### config.mk
export PLATFORM = sky130hd
export DESIGN_NAME = utf16_to_utf8_transcoder_flat
export DESIGN_NICKNAME = d
export VERILOG_FILES = /design/src/hdl/u16u8_pkg.sv /design/src/hdl/u16u8_stream_if.sv /design/src/hdl/u16u8_front.sv /design/src/hdl/u16u8_queue.sv /design/src/hdl/u16u8_back.sv /design/src/hdl/utf16_to_utf8_transcoder.sv /design/src/flat_wrapper.sv
export SDC_FILE = /design/constraint.sdc
export NUM_CORES = 1
export LEC_CHECK = 0
export BUFFER_PORTS_ARGS = -buffer_cell sky130_fd_sc_hd__buf_2
export CORE_MARGIN = 3
export CORE_UTILIZATION = 26
export CTS_CLUSTER_DIAMETER = 150
export CTS_CLUSTER_SIZE = 12
export DETAILED_ROUTE_END_ITERATION = 10
export PLACE_DENSITY = 0.45
export SETUP_SLACK_MARGIN = 0.15
export SYNTH_ARGS = -nofsm -noshare
export SYNTH_HDL_FRONTEND = slang
export SYNTH_SLANG_ARGS = --single-unit
### constraint.sdc
create_clock -name i_clk -period 4.46 [get_ports i_clk]
set_input_delay 0.892 -clock i_clk [delete_from_list [all_inputs] [get_ports i_clk]]
set_output_delay 0.892 -clock i_clk [all_outputs]
set_load 0.01 [all_outputs]
### src/hdl/u16u8_pkg.sv
// Package for the UTF-16 to UTF-8 transcoder: types, constants and encode helpers.
package u16u8_pkg;

    localparam int QUEUE_DEPTH_DEF = 2;
    localparam int CP_W            = 21;

    typedef logic [CP_W-1:0] t_code_point;
    typedef logic [15:0]     t_code_unit;
    typedef logic [1:0]      t_byte_idx;

    localparam logic [5:0]  HIGH_SURR_TAG = 6'b110110;  // 0xD800 >> 10
    localparam logic [5:0]  LOW_SURR_TAG  = 6'b110111;  // 0xDC00 >> 10
    localparam t_code_point PLANE_BASE    = 21'h10000;
    localparam t_code_point LIMIT_1B      = 21'h80;
    localparam t_code_point LIMIT_2B      = 21'h800;
    localparam t_code_point LIMIT_3B      = 21'h10000;
    localparam logic [7:0]  LEAD_2B       = 8'hC0;
    localparam logic [7:0]  LEAD_3B       = 8'hE0;
    localparam logic [7:0]  LEAD_4B       = 8'hF0;
    localparam logic [7:0]  CONT_TAG      = 8'h80;

    typedef enum logic [1:0] {
        UC_OTHER,
        UC_HIGH,
        UC_LOW
    } t_unit_class;

    localparam t_byte_idx LEN_1B = 2'd0;
    localparam t_byte_idx LEN_2B = 2'd1;
    localparam t_byte_idx LEN_3B = 2'd2;
    localparam t_byte_idx LEN_4B = 2'd3;

    function automatic t_unit_class classify(input t_code_unit unit);
        t_unit_class c;
        c = UC_OTHER;
        if (unit[15:10] == HIGH_SURR_TAG) c = UC_HIGH;
        else if (unit[15:10] == LOW_SURR_TAG) c = UC_LOW;
        return c;
    endfunction

    // Number of UTF-8 bytes minus one.
    function automatic t_byte_idx last_idx(input t_code_point cp);
        t_byte_idx n;
        if (cp < LIMIT_1B) n = LEN_1B;
        else if (cp < LIMIT_2B) n = LEN_2B;
        else if (cp < LIMIT_3B) n = LEN_3B;
        else n = LEN_4B;
        return n;
    endfunction

    function automatic logic [7:0] cont_byte(input logic [5:0] bits);
        return CONT_TAG | {2'b00, bits};
    endfunction

    // Byte number idx of the encoding of cp with given length code.
    function automatic logic [7:0] enc_byte(input t_code_point cp, input t_byte_idx len,
                                            input t_byte_idx idx);
        logic [7:0] b;
        b = 8'h00;
        unique case (len)
            LEN_1B: b = {1'b0, cp[6:0]};
            LEN_2B: b = (idx == 2'd0) ? (LEAD_2B | {3'b000, cp[10:6]}) : cont_byte(cp[5:0]);
            LEN_3B: begin
                unique case (idx)
                    2'd0:    b = LEAD_3B | {4'b0000, cp[15:12]};
                    2'd1:    b = cont_byte(cp[11:6]);
                    default: b = cont_byte(cp[5:0]);
                endcase
            end
            default: begin
                unique case (idx)
                    2'd0:    b = LEAD_4B | {5'b00000, cp[20:18]};
                    2'd1:    b = cont_byte(cp[17:12]);
                    2'd2:    b = cont_byte(cp[11:6]);
                    default: b = cont_byte(cp[5:0]);
                endcase
            end
        endcase
        return b;
    endfunction

endpackage

### src/hdl/u16u8_stream_if.sv
// Valid/ready channel interfaces for code units in and UTF-8 bytes out.
interface u16u8_unit_if;
    logic                valid;
    logic                ready;
    u16u8_pkg::t_code_unit code_unit;
    logic                start_of_string;

    modport source (output valid, code_unit, start_of_string, input ready);
    modport sink   (input valid, code_unit, start_of_string, output ready);
endinterface

interface u16u8_byte_if;
    logic       valid;
    logic       ready;
    logic [7:0] out_byte;
    logic       last_of_item;

    modport source (output valid, out_byte, last_of_item, input ready);
    modport sink   (input valid, out_byte, last_of_item, output ready);
endinterface

### src/hdl/u16u8_front.sv
// Front end: takes code units, pairs surrogates, pushes finished code points.
module u16u8_front (
    input  logic                    i_clk,
    input  logic                    i_rst_n,
    u16u8_unit_if.sink              i_unit,
    input  logic                    i_q_ready,
    output logic                    o_push,
    output u16u8_pkg::t_code_point  o_cp
);

    u16u8_pkg::t_code_point r_pending, n_pending;
    u16u8_pkg::t_code_point base;
    u16u8_pkg::t_unit_class cls;
    logic                   accept;

    assign i_unit.ready = i_q_ready;
    assign accept       = i_unit.valid && i_q_ready;
    assign cls          = u16u8_pkg::classify(i_unit.code_unit);
    assign base         = i_unit.start_of_string ? '0 : r_pending;

    always_comb begin
        n_pending = r_pending;
        o_push    = 1'b0;
        o_cp      = u16u8_pkg::CP_W'(i_unit.code_unit);
        unique case (cls)
            u16u8_pkg::UC_HIGH: begin
                n_pending = (u16u8_pkg::CP_W'(i_unit.code_unit[9:0]) << 10)
                          + u16u8_pkg::PLANE_BASE;
            end
            u16u8_pkg::UC_LOW: begin
                o_cp      = base | u16u8_pkg::CP_W'(i_unit.code_unit[9:0]);
                o_push    = accept;
                n_pending = '0;
            end
            default: begin
                o_push    = accept;
                n_pending = '0;
            end
        endcase
    end

    always_ff @(posedge i_clk) begin
        if (!i_rst_n) begin
            r_pending <= '0;
        end else if (accept) begin
            r_pending <= n_pending;
        end
    end

endmodule

### src/hdl/u16u8_queue.sv
// Small FIFO of code points between front and back end.
module u16u8_queue #(
    parameter int DEPTH = u16u8_pkg::QUEUE_DEPTH_DEF  // 2 or more
) (
    input  logic                    i_clk,
    input  logic                    i_rst_n,
    input  logic                    i_push,
    input  u16u8_pkg::t_code_point  i_data,
    output logic                    o_ready,
    output logic                    o_valid,
    output u16u8_pkg::t_code_point  o_data,
    input  logic                    i_pop
);

    localparam int PTR_W = $clog2(DEPTH);
    localparam int CNT_W = $clog2(DEPTH + 1);

    u16u8_pkg::t_code_point mem [DEPTH];
    logic [PTR_W-1:0]       r_wr_ptr, r_rd_ptr;
    logic [CNT_W-1:0]       r_count;
    logic                   do_push, do_pop;

    function automatic logic [PTR_W-1:0] bump(input logic [PTR_W-1:0] p);
        return (p == PTR_W'(DEPTH - 1)) ? '0 : p + 1'b1;
    endfunction

    assign o_ready = (r_count != CNT_W'(DEPTH));
    assign o_valid = (r_count != '0);
    assign o_data  = mem[r_rd_ptr];
    assign do_push = i_push && o_ready;
    assign do_pop  = i_pop && o_valid;

    always_ff @(posedge i_clk) begin
        if (do_push) begin
            mem[r_wr_ptr] <= i_data;
        end
    end

    always_ff @(posedge i_clk) begin
        if (!i_rst_n) begin
            r_wr_ptr <= '0;
            r_rd_ptr <= '0;
            r_count  <= '0;
        end else begin
            if (do_push) r_wr_ptr <= bump(r_wr_ptr);
            if (do_pop)  r_rd_ptr <= bump(r_rd_ptr);
            if (do_push && !do_pop)      r_count <= r_count + 1'b1;
            else if (do_pop && !do_push) r_count <= r_count - 1'b1;
        end
    end

endmodule

### src/hdl/u16u8_back.sv
// Back end: encodes queued code points into UTF-8, one byte per cycle while the output is not stalled.
module u16u8_back (
    input  logic                    i_clk,
    input  logic                    i_rst_n,
    input  logic                    i_q_valid,
    input  u16u8_pkg::t_code_point  i_q_data,
    output logic                    o_q_pop,
    u16u8_byte_if.source            o_byte
);

    logic                   r_busy;
    u16u8_pkg::t_code_point r_cp;
    u16u8_pkg::t_byte_idx   r_idx;
    logic                   r_o_valid;
    logic [7:0]             r_o_byte;
    logic                   r_o_last;

    u16u8_pkg::t_code_point src_cp;
    u16u8_pkg::t_byte_idx   src_idx, src_len;
    logic                   have, slot_free, fire, is_last;

    // Continue the code point in hand, else start on the queue head.
    assign src_cp    = r_busy ? r_cp : i_q_data;
    assign src_idx   = r_busy ? r_idx : '0;
    assign src_len   = u16u8_pkg::last_idx(src_cp);
    assign have      = r_busy || i_q_valid;
    assign slot_free = !r_o_valid || o_byte.ready;
    assign fire      = have && slot_free;
    assign is_last   = (src_idx == src_len);
    assign o_q_pop   = fire && !r_busy;

    assign o_byte.valid        = r_o_valid;
    assign o_byte.out_byte     = r_o_byte;
    assign o_byte.last_of_item = r_o_last;

    always_ff @(posedge i_clk) begin
        if (!i_rst_n) begin
            r_busy    <= 1'b0;
            r_o_valid <= 1'b0;
        end else if (fire) begin
            r_o_valid <= 1'b1;
            r_busy    <= !is_last;
        end else if (o_byte.ready) begin
            r_o_valid <= 1'b0;
        end
    end

    always_ff @(posedge i_clk) begin
        if (fire) begin
            r_o_byte <= u16u8_pkg::enc_byte(src_cp, src_len, src_idx);
            r_o_last <= is_last;
            r_cp     <= src_cp;
            r_idx    <= src_idx + 1'b1;
        end
    end

endmodule

### src/hdl/utf16_to_utf8_transcoder.sv
// Top level: UTF-16 code units in, UTF-8 bytes out with the last byte of each code point marked.
// An accepted unit's code point is written to the queue, then encoded into the output register.
// Output runs at one byte per cycle while o_byte.ready holds; a code point yields 1 to 4 bytes
//   from the single output byte register; a high surrogate yields no byte.
// The code-point queue (QUEUE_DEPTH entries) lets input run on while bytes drain.
// Reset (i_rst_n low, synchronous) clears the pending surrogate, the queue and the output.
module utf16_to_utf8_transcoder #(
    parameter int QUEUE_DEPTH = u16u8_pkg::QUEUE_DEPTH_DEF
) (
    input  logic         i_clk,
    input  logic         i_rst_n,
    u16u8_unit_if.sink   i_unit,
    u16u8_byte_if.source o_byte
);

    // Front end -> queue
    logic                   push;
    u16u8_pkg::t_code_point push_cp;
    logic                   q_ready;

    // Queue -> back end
    logic                   q_valid;
    u16u8_pkg::t_code_point q_data;
    logic                   q_pop;

    // Front end: surrogate pairing. High surrogates only update the
    // pending value and never enter the queue.
    u16u8_front u_front (
        .i_clk     (i_clk),
        .i_rst_n   (i_rst_n),
        .i_unit    (i_unit),
        .i_q_ready (q_ready),
        .o_push    (push),
        .o_cp      (push_cp)
    );

    // Decoupling queue of complete code points.
    u16u8_queue #(
        .DEPTH (QUEUE_DEPTH)
    ) u_queue (
        .i_clk   (i_clk),
        .i_rst_n (i_rst_n),
        .i_push  (push),
        .i_data  (push_cp),
        .o_ready (q_ready),
        .o_valid (q_valid),
        .o_data  (q_data),
        .i_pop   (q_pop)
    );

    // Back end: byte sequencer with registered output.
    u16u8_back u_back (
        .i_clk     (i_clk),
        .i_rst_n   (i_rst_n),
        .i_q_valid (q_valid),
        .i_q_data  (q_data),
        .o_q_pop   (q_pop),
        .o_byte    (o_byte)
    );

endmodule

### src/flat_wrapper.sv
// flat-port wrapper written by rule: the top's interface ports become plain ports
module utf16_to_utf8_transcoder_flat 
#(
    parameter int QUEUE_DEPTH = u16u8_pkg::QUEUE_DEPTH_DEF
)
  (i_clk, i_rst_n, i_unit_valid, i_unit_code_unit, i_unit_start_of_string, i_unit_ready, o_byte_valid, o_byte_out_byte, o_byte_last_of_item, o_byte_ready);
  u16u8_unit_if i_unit_i ();
  u16u8_byte_if o_byte_i ();
  input  logic i_clk;
  input  logic i_rst_n;
  input wire logic [$bits(i_unit_i.valid)-1:0] i_unit_valid;
  input wire logic [$bits(i_unit_i.code_unit)-1:0] i_unit_code_unit;
  input wire logic [$bits(i_unit_i.start_of_string)-1:0] i_unit_start_of_string;
  output wire logic [$bits(i_unit_i.ready)-1:0] i_unit_ready;
  output wire logic [$bits(o_byte_i.valid)-1:0] o_byte_valid;
  output wire logic [$bits(o_byte_i.out_byte)-1:0] o_byte_out_byte;
  output wire logic [$bits(o_byte_i.last_of_item)-1:0] o_byte_last_of_item;
  input wire logic [$bits(o_byte_i.ready)-1:0] o_byte_ready;
  assign i_unit_i.valid = i_unit_valid;
  assign i_unit_i.code_unit = i_unit_code_unit;
  assign i_unit_i.start_of_string = i_unit_start_of_string;
  assign i_unit_ready = i_unit_i.ready;
  assign o_byte_valid = o_byte_i.valid;
  assign o_byte_out_byte = o_byte_i.out_byte;
  assign o_byte_last_of_item = o_byte_i.last_of_item;
  assign o_byte_i.ready = o_byte_ready;
  utf16_to_utf8_transcoder #(.QUEUE_DEPTH(QUEUE_DEPTH)) u_core (.i_clk(i_clk), .i_rst_n(i_rst_n), .i_unit(i_unit_i), .o_byte(o_byte_i));
endmodule
==> flow_summary.yaml, run 1 <==
grt:
  met1_usage_pct: 15.2
  antenna_found_initial: 0
  grt_usage_pct: 10.9
  grt_use_met3_pct: 3.98
  top_usage_layer: "met2"
  grt-ovfl-total: 0
  use_met2_pct: 15.8
  grt_pass1_wl_mm: 14.7
  grt_pass1_vias: 2571
  grt_start_max_net_pins: 38
cts:
  cts_setup_buffers: 0
  clkTransAtPathRegs_ns: 0.07
  root_buffer: "clkbuf_16"
  cts_buffers: 9
  holdBufCountCts: 0
  cts_buffer_depth: 2
  cts_num_sinks: 92
  cts-resized-gates: 0
  cts_tree: "built"
  clk_latency_ns: 0.34
  cts_max_level: 3
critical_path:
  r2r_slack_ns: 1.19
  worst_ep_arrival_time_ns: 3.34
  slowest_stage: "nor2_1"
  cp_data_required_time_ns: 4.53
  cp_cell_sequence: "buf_4, mux2i_1, o21ai_0, or4_1, nor2_1, nor3b_1, o31ai_1, o221ai_1"
  end_kind: "register"
  cp_top_family: "simple AND/OR/NAND/NOR gates"
  crit_fanout: 15
  path_buf_inv: 1
  max_stage_delay_ns: 0.64
  cp-start-kind: "register"
  critPathKind: "register to register"
floorplan:
  rows: 45
  die_h_um: 131
  ios: 32
  initial_core_util_pct: 26.7
  dieWidth_um: 131
  core_area_mm2: 0.0153
  die_area_mm2: 0.0173
routing:
  ant_nets: 0
  wl_per_cell_um: 15.3
  dr.pass1.iters: 5
  first_iter_violations: 140
  vias: 2662
  post_drt_via_cell_ratio: 4.51
  drc: 0
  wl_mm: 9.01
place:
  hpwlAfterDp_mm: 6.48
  pre_cts_ws_ns: 1.20
  dpl_cell_area_mm2: 0.00451
  place_inst: 574
  gp_congestion: 0.836
  io_buffers: 31
timing:
  fmaxAchievable_mhz: 306
  fin_tns_setup_ns: 0
  rsz0062_at_grt: "no"
  holdWs_ns: 0.452
  period_needed_ns: 3.27
  finalHoldViolations: 0
  finalSetupViolCount: 0
  skew_ns: 0.00611
  maxSlewViolCount: 0
  slew_headroom_pct: 41.9
  tightest_slew_ns: 0.871
  worst_slack_ns: 1.19
  period_share_pct: 73.3
synth:
  synth_area_per_cell_um2: 12.0
  yosys.area.top_type: "edfxtp_1"
  synth_most_common_cell: "edfxtp_1"
  ys_warn_count: 0
  synth.cell_area_mm2: 0.00409
  synth_common_cells: "edfxtp_1, nand2_1, mux2i_1"
  yosysUniqueCellTypes: 44
  ys_seq_elements: 92
  yosysTopAreaCellShare_pct: 54.3
  ys_top_cells_by_area: "edfxtp_1, dfxtp_1, mux2i_1"
  syn_nets: 368
  synthCells: 340
  synth_edf_count: 74
  ys_seq_area_share_pct: 63.1
  async_flop_share_pct: 0
  ys.flop_type: "edfxtp_1"
layout:
  syn_to_final_growth_pct: 17.8
  nets: 402
  fillCellCount: 1610
  fin_area_mm2: 0.00482
  instances_no_fill: 590
  postLayoutCoreUtil_pct: 31.5
  drive_above_1_share_pct: 15.8
  antenna_cells: 0
pwr:
  pwr-share-clk_pct: 24.2
  power.switching_mw: 1.20
  p_per_area_mw_per_mm2: 694
  p_comb_share_pct: 35.1
  p_int_mw: 2.15
  power.total_mw: 3.35
  max-vdd-ir-drop_mv: 0.275
  p_seq_share_pct: 40.7
  p_leak_nw: 1.71
  p_sw_share_pct: 35.8
min_path:
  hold_class: "register to register"
outcome:
  outcome: "complete, no violations"
job:
  cap_violations: 0
per-layer routing:
layer / wire (um) / part of all wire [%]
met5: 0 / 0
met4: 133 / 1.5
met3: 524 / 5.8
met2: 3870 / 43
met1: 4490 / 50
power by group through the flow:
stage	registers (mW)	clock network, mW	logic (mW)
after floorplan	1.39	0	0.802
final	1.36	0.810	1.17
after detailed placement	1.38	0	1.17
after CTS	1.36	0.844	1.17
after global placement	1.38	0	1.16
after global routing	1.39	0.877	1.32
layout by cell type (no fill, tap or decap), drive strengths merged, types with 3 or more instances in the layout:
| cell | count |
|---|---|
| a211oi | 4 |
| a21o | 5 |
| a21oi | 13 |
| a221oi | 5 |
| a222oi | 3 |
| a22oi | 6 |
| and2 | 11 |
| buf | 39 |
| clkbuf | 10 |
| dfxtp | 18 |
| edfxtp | 74 |
| ha | 7 |
| inv | 13 |
| mux2i | 25 |
| nand2 | 48 |
| nand3 | 3 |
| nand4 | 3 |
| nor2 | 20 |
| nor2b | 7 |
| nor3 | 3 |
| o21a | 7 |
| o21ai | 27 |
| or4 | 4 |
| xnor2 | 3 |
flip-flops by register name (all words and copies together), names as in the netlist, named ones only:
register                           count
u_core.u_back.o_byte.last_of_item      1
u_core.u_back.o_byte.out_byte          8
u_core.u_back.o_byte.valid             1
u_core.u_back.r_busy                   1
u_core.u_back.r_cp                    21
u_core.u_back.r_idx                    2
u_core.u_front.r_pending              11
u_core.u_queue.mem                    42
u_core.u_queue.r_count                 2
u_core.u_queue.r_rd_ptr                1
u_core.u_queue.r_wr_ptr                1
worst min-delay path, cell delays in order (launching register included):
cell	delay (ns)
dfxtp_1	0.31
nand2_1	0.05
a21oi_1	0.05
path summary, 6_finish.rpt:
check / startpoint / to / depth (start not counted)
max reg2reg: register / u_core.u_back.o_byte.out_byte[4] / 8
min reg2reg: u_core.u_front.r_pending[20] / u_core.u_front.r_pending[20] / 2
min: u_core.u_front.r_pending[20] / u_core.u_front.r_pending[20] / 2
max: register / u_core.u_back.o_byte.out_byte[4] / 8
kinds of logic (layout without fill, tap and decap cells):
group,count (synthesis),after routing,synth area share [%]
mux,25,25,6.20
simple gates,106,106,12.1
flops,92,92,63.1
fa+ha+maj,7,7,2.14
buf+inv,25,64,2.57
xor+xnor,5,5,1.07
compound gates,80,80,12.8
layout make-up:
type / instances / area (um^2) / share of cell area (%)
inverters: 9 / 33.8 / 0.700
clock buffers: 10 / 239 / 4.95
well taps: 211 / 264 / 5.47
multi-input cells: 223 / 1410 / 29.3
clock inverters: 6 / 78.8 / 1.63
repair buffers: 39 / 215 / 4.46
flip-flops and latches: 92 / 2580 / 53.5
Note: power is estimated with default switching activity, not from simulation.
==> run 2: changes to the inputs <==
Settings changed: PLACE_DENSITY 0.45 to 0.46.
Clock period 4.46 ns to 3 ns, I/O delays scaled along.
==> run 2 against run 1 <==
Compared with the run above: clock power grew 44%; flip-flop and latch count is the same; combinational power grew 65%; global-route usage shrank 0.062 points; critical endpoint is now u_core.u_back.o_byte.out_byte[2].
==> flow_summary.yaml, run 2 (synthesis gave the netlist of run 1 again) <==
outcome:
  outcome: "complete, no violations"
routing:
  vias: 2679
  ant_nets: 0
  first_iter_violations: 158
  wl_mm: 9.16
  drc: 0
  dr.pass1.iters: 4
  post_drt_via_cell_ratio: 4.43
  wl_per_cell_um: 15.1
timing:
  rsz0062_at_grt: "no"
  period_needed_ns: 2.73
  worst_slack_ns: 0.270
  skew_ns: 0.00868
  maxSlewViolCount: 0
  finalHoldViolations: 0
  finalSetupViolCount: 0
  period_share_pct: 91.0
  tightest_slew_ns: 1.12
  fin_tns_setup_ns: 0
  fmaxAchievable_mhz: 366
  slew_headroom_pct: 25.2
cts:
  root_buffer: "clkbuf_16"
  clkTransAtPathRegs_ns: 0.07
  cts_buffers: 9
  holdBufCountCts: 0
  cts_max_level: 3
  cts_buffer_depth: 2
  cts_tree: "built"
  cts_num_sinks: 92
  clk_latency_ns: 0.35
pwr:
  p_leak_nw: 1.80
  p_per_area_mw_per_mm2: 1030
  p_seq_share_pct: 39.7
  power.switching_mw: 1.82
  p_comb_share_pct: 37.6
  pwr-share-clk_pct: 22.7
  p_sw_share_pct: 35.5
  max-vdd-ir-drop_mv: 0.312
  p_int_mw: 3.31
place:
  pre_cts_ws_ns: 0.142
  gp_congestion: 0.832
  hpwlAfterDp_mm: 6.63
  place_inst: 586
  dpl_cell_area_mm2: 0.00461
  io_buffers: 31
critical_path:
  end_kind: "register"
  cp_cell_sequence: "buf_12, mux2i_1, o21ai_1, or4_1, or4_4, mux2i_2, a221oi_2, mux2i_1"
  cp_common_cell: "mux2i_1"
  worst_ep_arrival_time_ns: 2.82
  r2r.worst_path.cells: 8
  slowest_stage: "or4_1"
  cp-start-kind: "register"
  path_buf_inv: 1
  critPathKind: "register to register"
  max_stage_delay_ns: 0.59
  r2r_slack_ns: 0.27
  cp_data_required_time_ns: 3.09
  crit_fanout: 10
  cp_top_family: "simple AND/OR/NAND/NOR gates"
  r2r-end: "u_core.u_back.o_byte.out_byte[2]"
grt:
  grt_start_max_net_pins: 23
  antenna_found_initial: 0
  grt_pass1_wl_mm: 14.6
  grt_usage_pct: 10.9
  grt-ovfl-total: 0
  grt_pass1_vias: 2646
min_path:
  hold_end: "u_core.u_front.r_pending[17]"
  hold_class: "register to register"
  worstHoldPathCells: 2
  hp-start: "u_core.u_front.r_pending[17]"
layout:
  largest_reg_flops: 42
  instances_no_fill: 605
  reg_top3: "u_core.u_queue.mem: 42 flops, u_core.u_back.r_cp: 21 flops, u_core.u_front.r_pending: 11 flops"
  fin_area_mm2: 0.00496
  top_register: "u_core.u_queue.mem"
  layout_commonest_cell: "edfxtp_1"
  multi_input_area_mm2: 0.00143
  seq_area_mm2: 0.00258
  fillCellCount: 1600
  antenna_cells: 0
  nets: 417
  drive_above_1_share_pct: 20.6
  layout_common_cells: "edfxtp_1, nand2_1, buf_2"
  syn_to_final_growth_pct: 21.3
floorplan:
  die_h_um: 131
  ios: 32
  initial_core_util_pct: 26.7
  dieWidth_um: 131
  rows: 45
  die_area_mm2: 0.0173
  core_area_mm2: 0.0153
job:
  cap_violations: 0
## run 2: final cells by class
type / instances / share of cell area, %
Sequential cell: 92 / 52.1
Inverter: 9 / 0.680
Clock inverter: 5 / 0.932
Clock buffer: 11 / 5.32
Tap cell: 211 / 5.32
Multi-Input combinational cell: 223 / 28.8
Timing Repair Buffer: 54 / 6.85
## run 2: metrics by stage
step | total power [mW] | hold slack (ns) | util, %
2_1_floorplan | 3.25 | 0.427 | -
3_3_place_gp | 3.94 | 0.442 | 30.1
3_5_place_dp | 3.95 | 0.448 | 30.1
4_1_cts | 5.16 | 0.444 | 32.3
5_1_grt | 5.48 | 0.451 | 32.4
6_report | 5.13 | 0.452 | 32.4
## run 2: routing by layer
layer | vias up | share of wire [%] | global-route usage, %
met5 | - | 0 | 0
met4 | 0 | 1.1 | 4.55
met3 | 7 | 4.1 | 3.14
met2 | 47 | 45 | 16.4
met1 | 1262 | 50 | 14.6
li1 | 1363 | - | -
## run 2: power groups by stage
stage	logic [mW]	clock network, mW	registers, mW
5_1_grt	2.16	1.25	2.07
3_5_place_dp	1.89	0	2.06
2_1_floorplan	1.20	0	2.06
3_3_place_gp	1.88	0	2.06
6_report	1.93	1.17	2.04
4_1_cts	1.91	1.21	2.03
## run 2: repair_timing
action,CTS,global route
resized for setup,0,8
buffers inserted,3,0
pin swaps,0,1
setup endpoints to repair,1,3
## run 2: worst min-delay path: cells and delay by family (launching register included)
kind | cells | cell delay (ns)
flops | 1 | 0.31
compound gates | 1 | 0.05
simple gates | 1 | 0.05
## run 2: how the worst max path moves through the flow
stage	from	end	slack (ns)	cells after the start
global placement	register	u_core.u_back.o_byte.out_byte[0]	0.23	8
CTS	register	u_core.u_back.o_byte.out_byte[0]	0.18	8
finish	register	u_core.u_back.o_byte.out_byte[2]	0.27	8
floorplan	u_core.u_back.r_busy	u_core.u_back.o_byte.last_of_item	0.30	6
detailed placement	register	u_core.u_back.o_byte.out_byte[0]	0.14	8
global route	register	u_core.u_back.o_byte.out_byte[0]	0.17	8
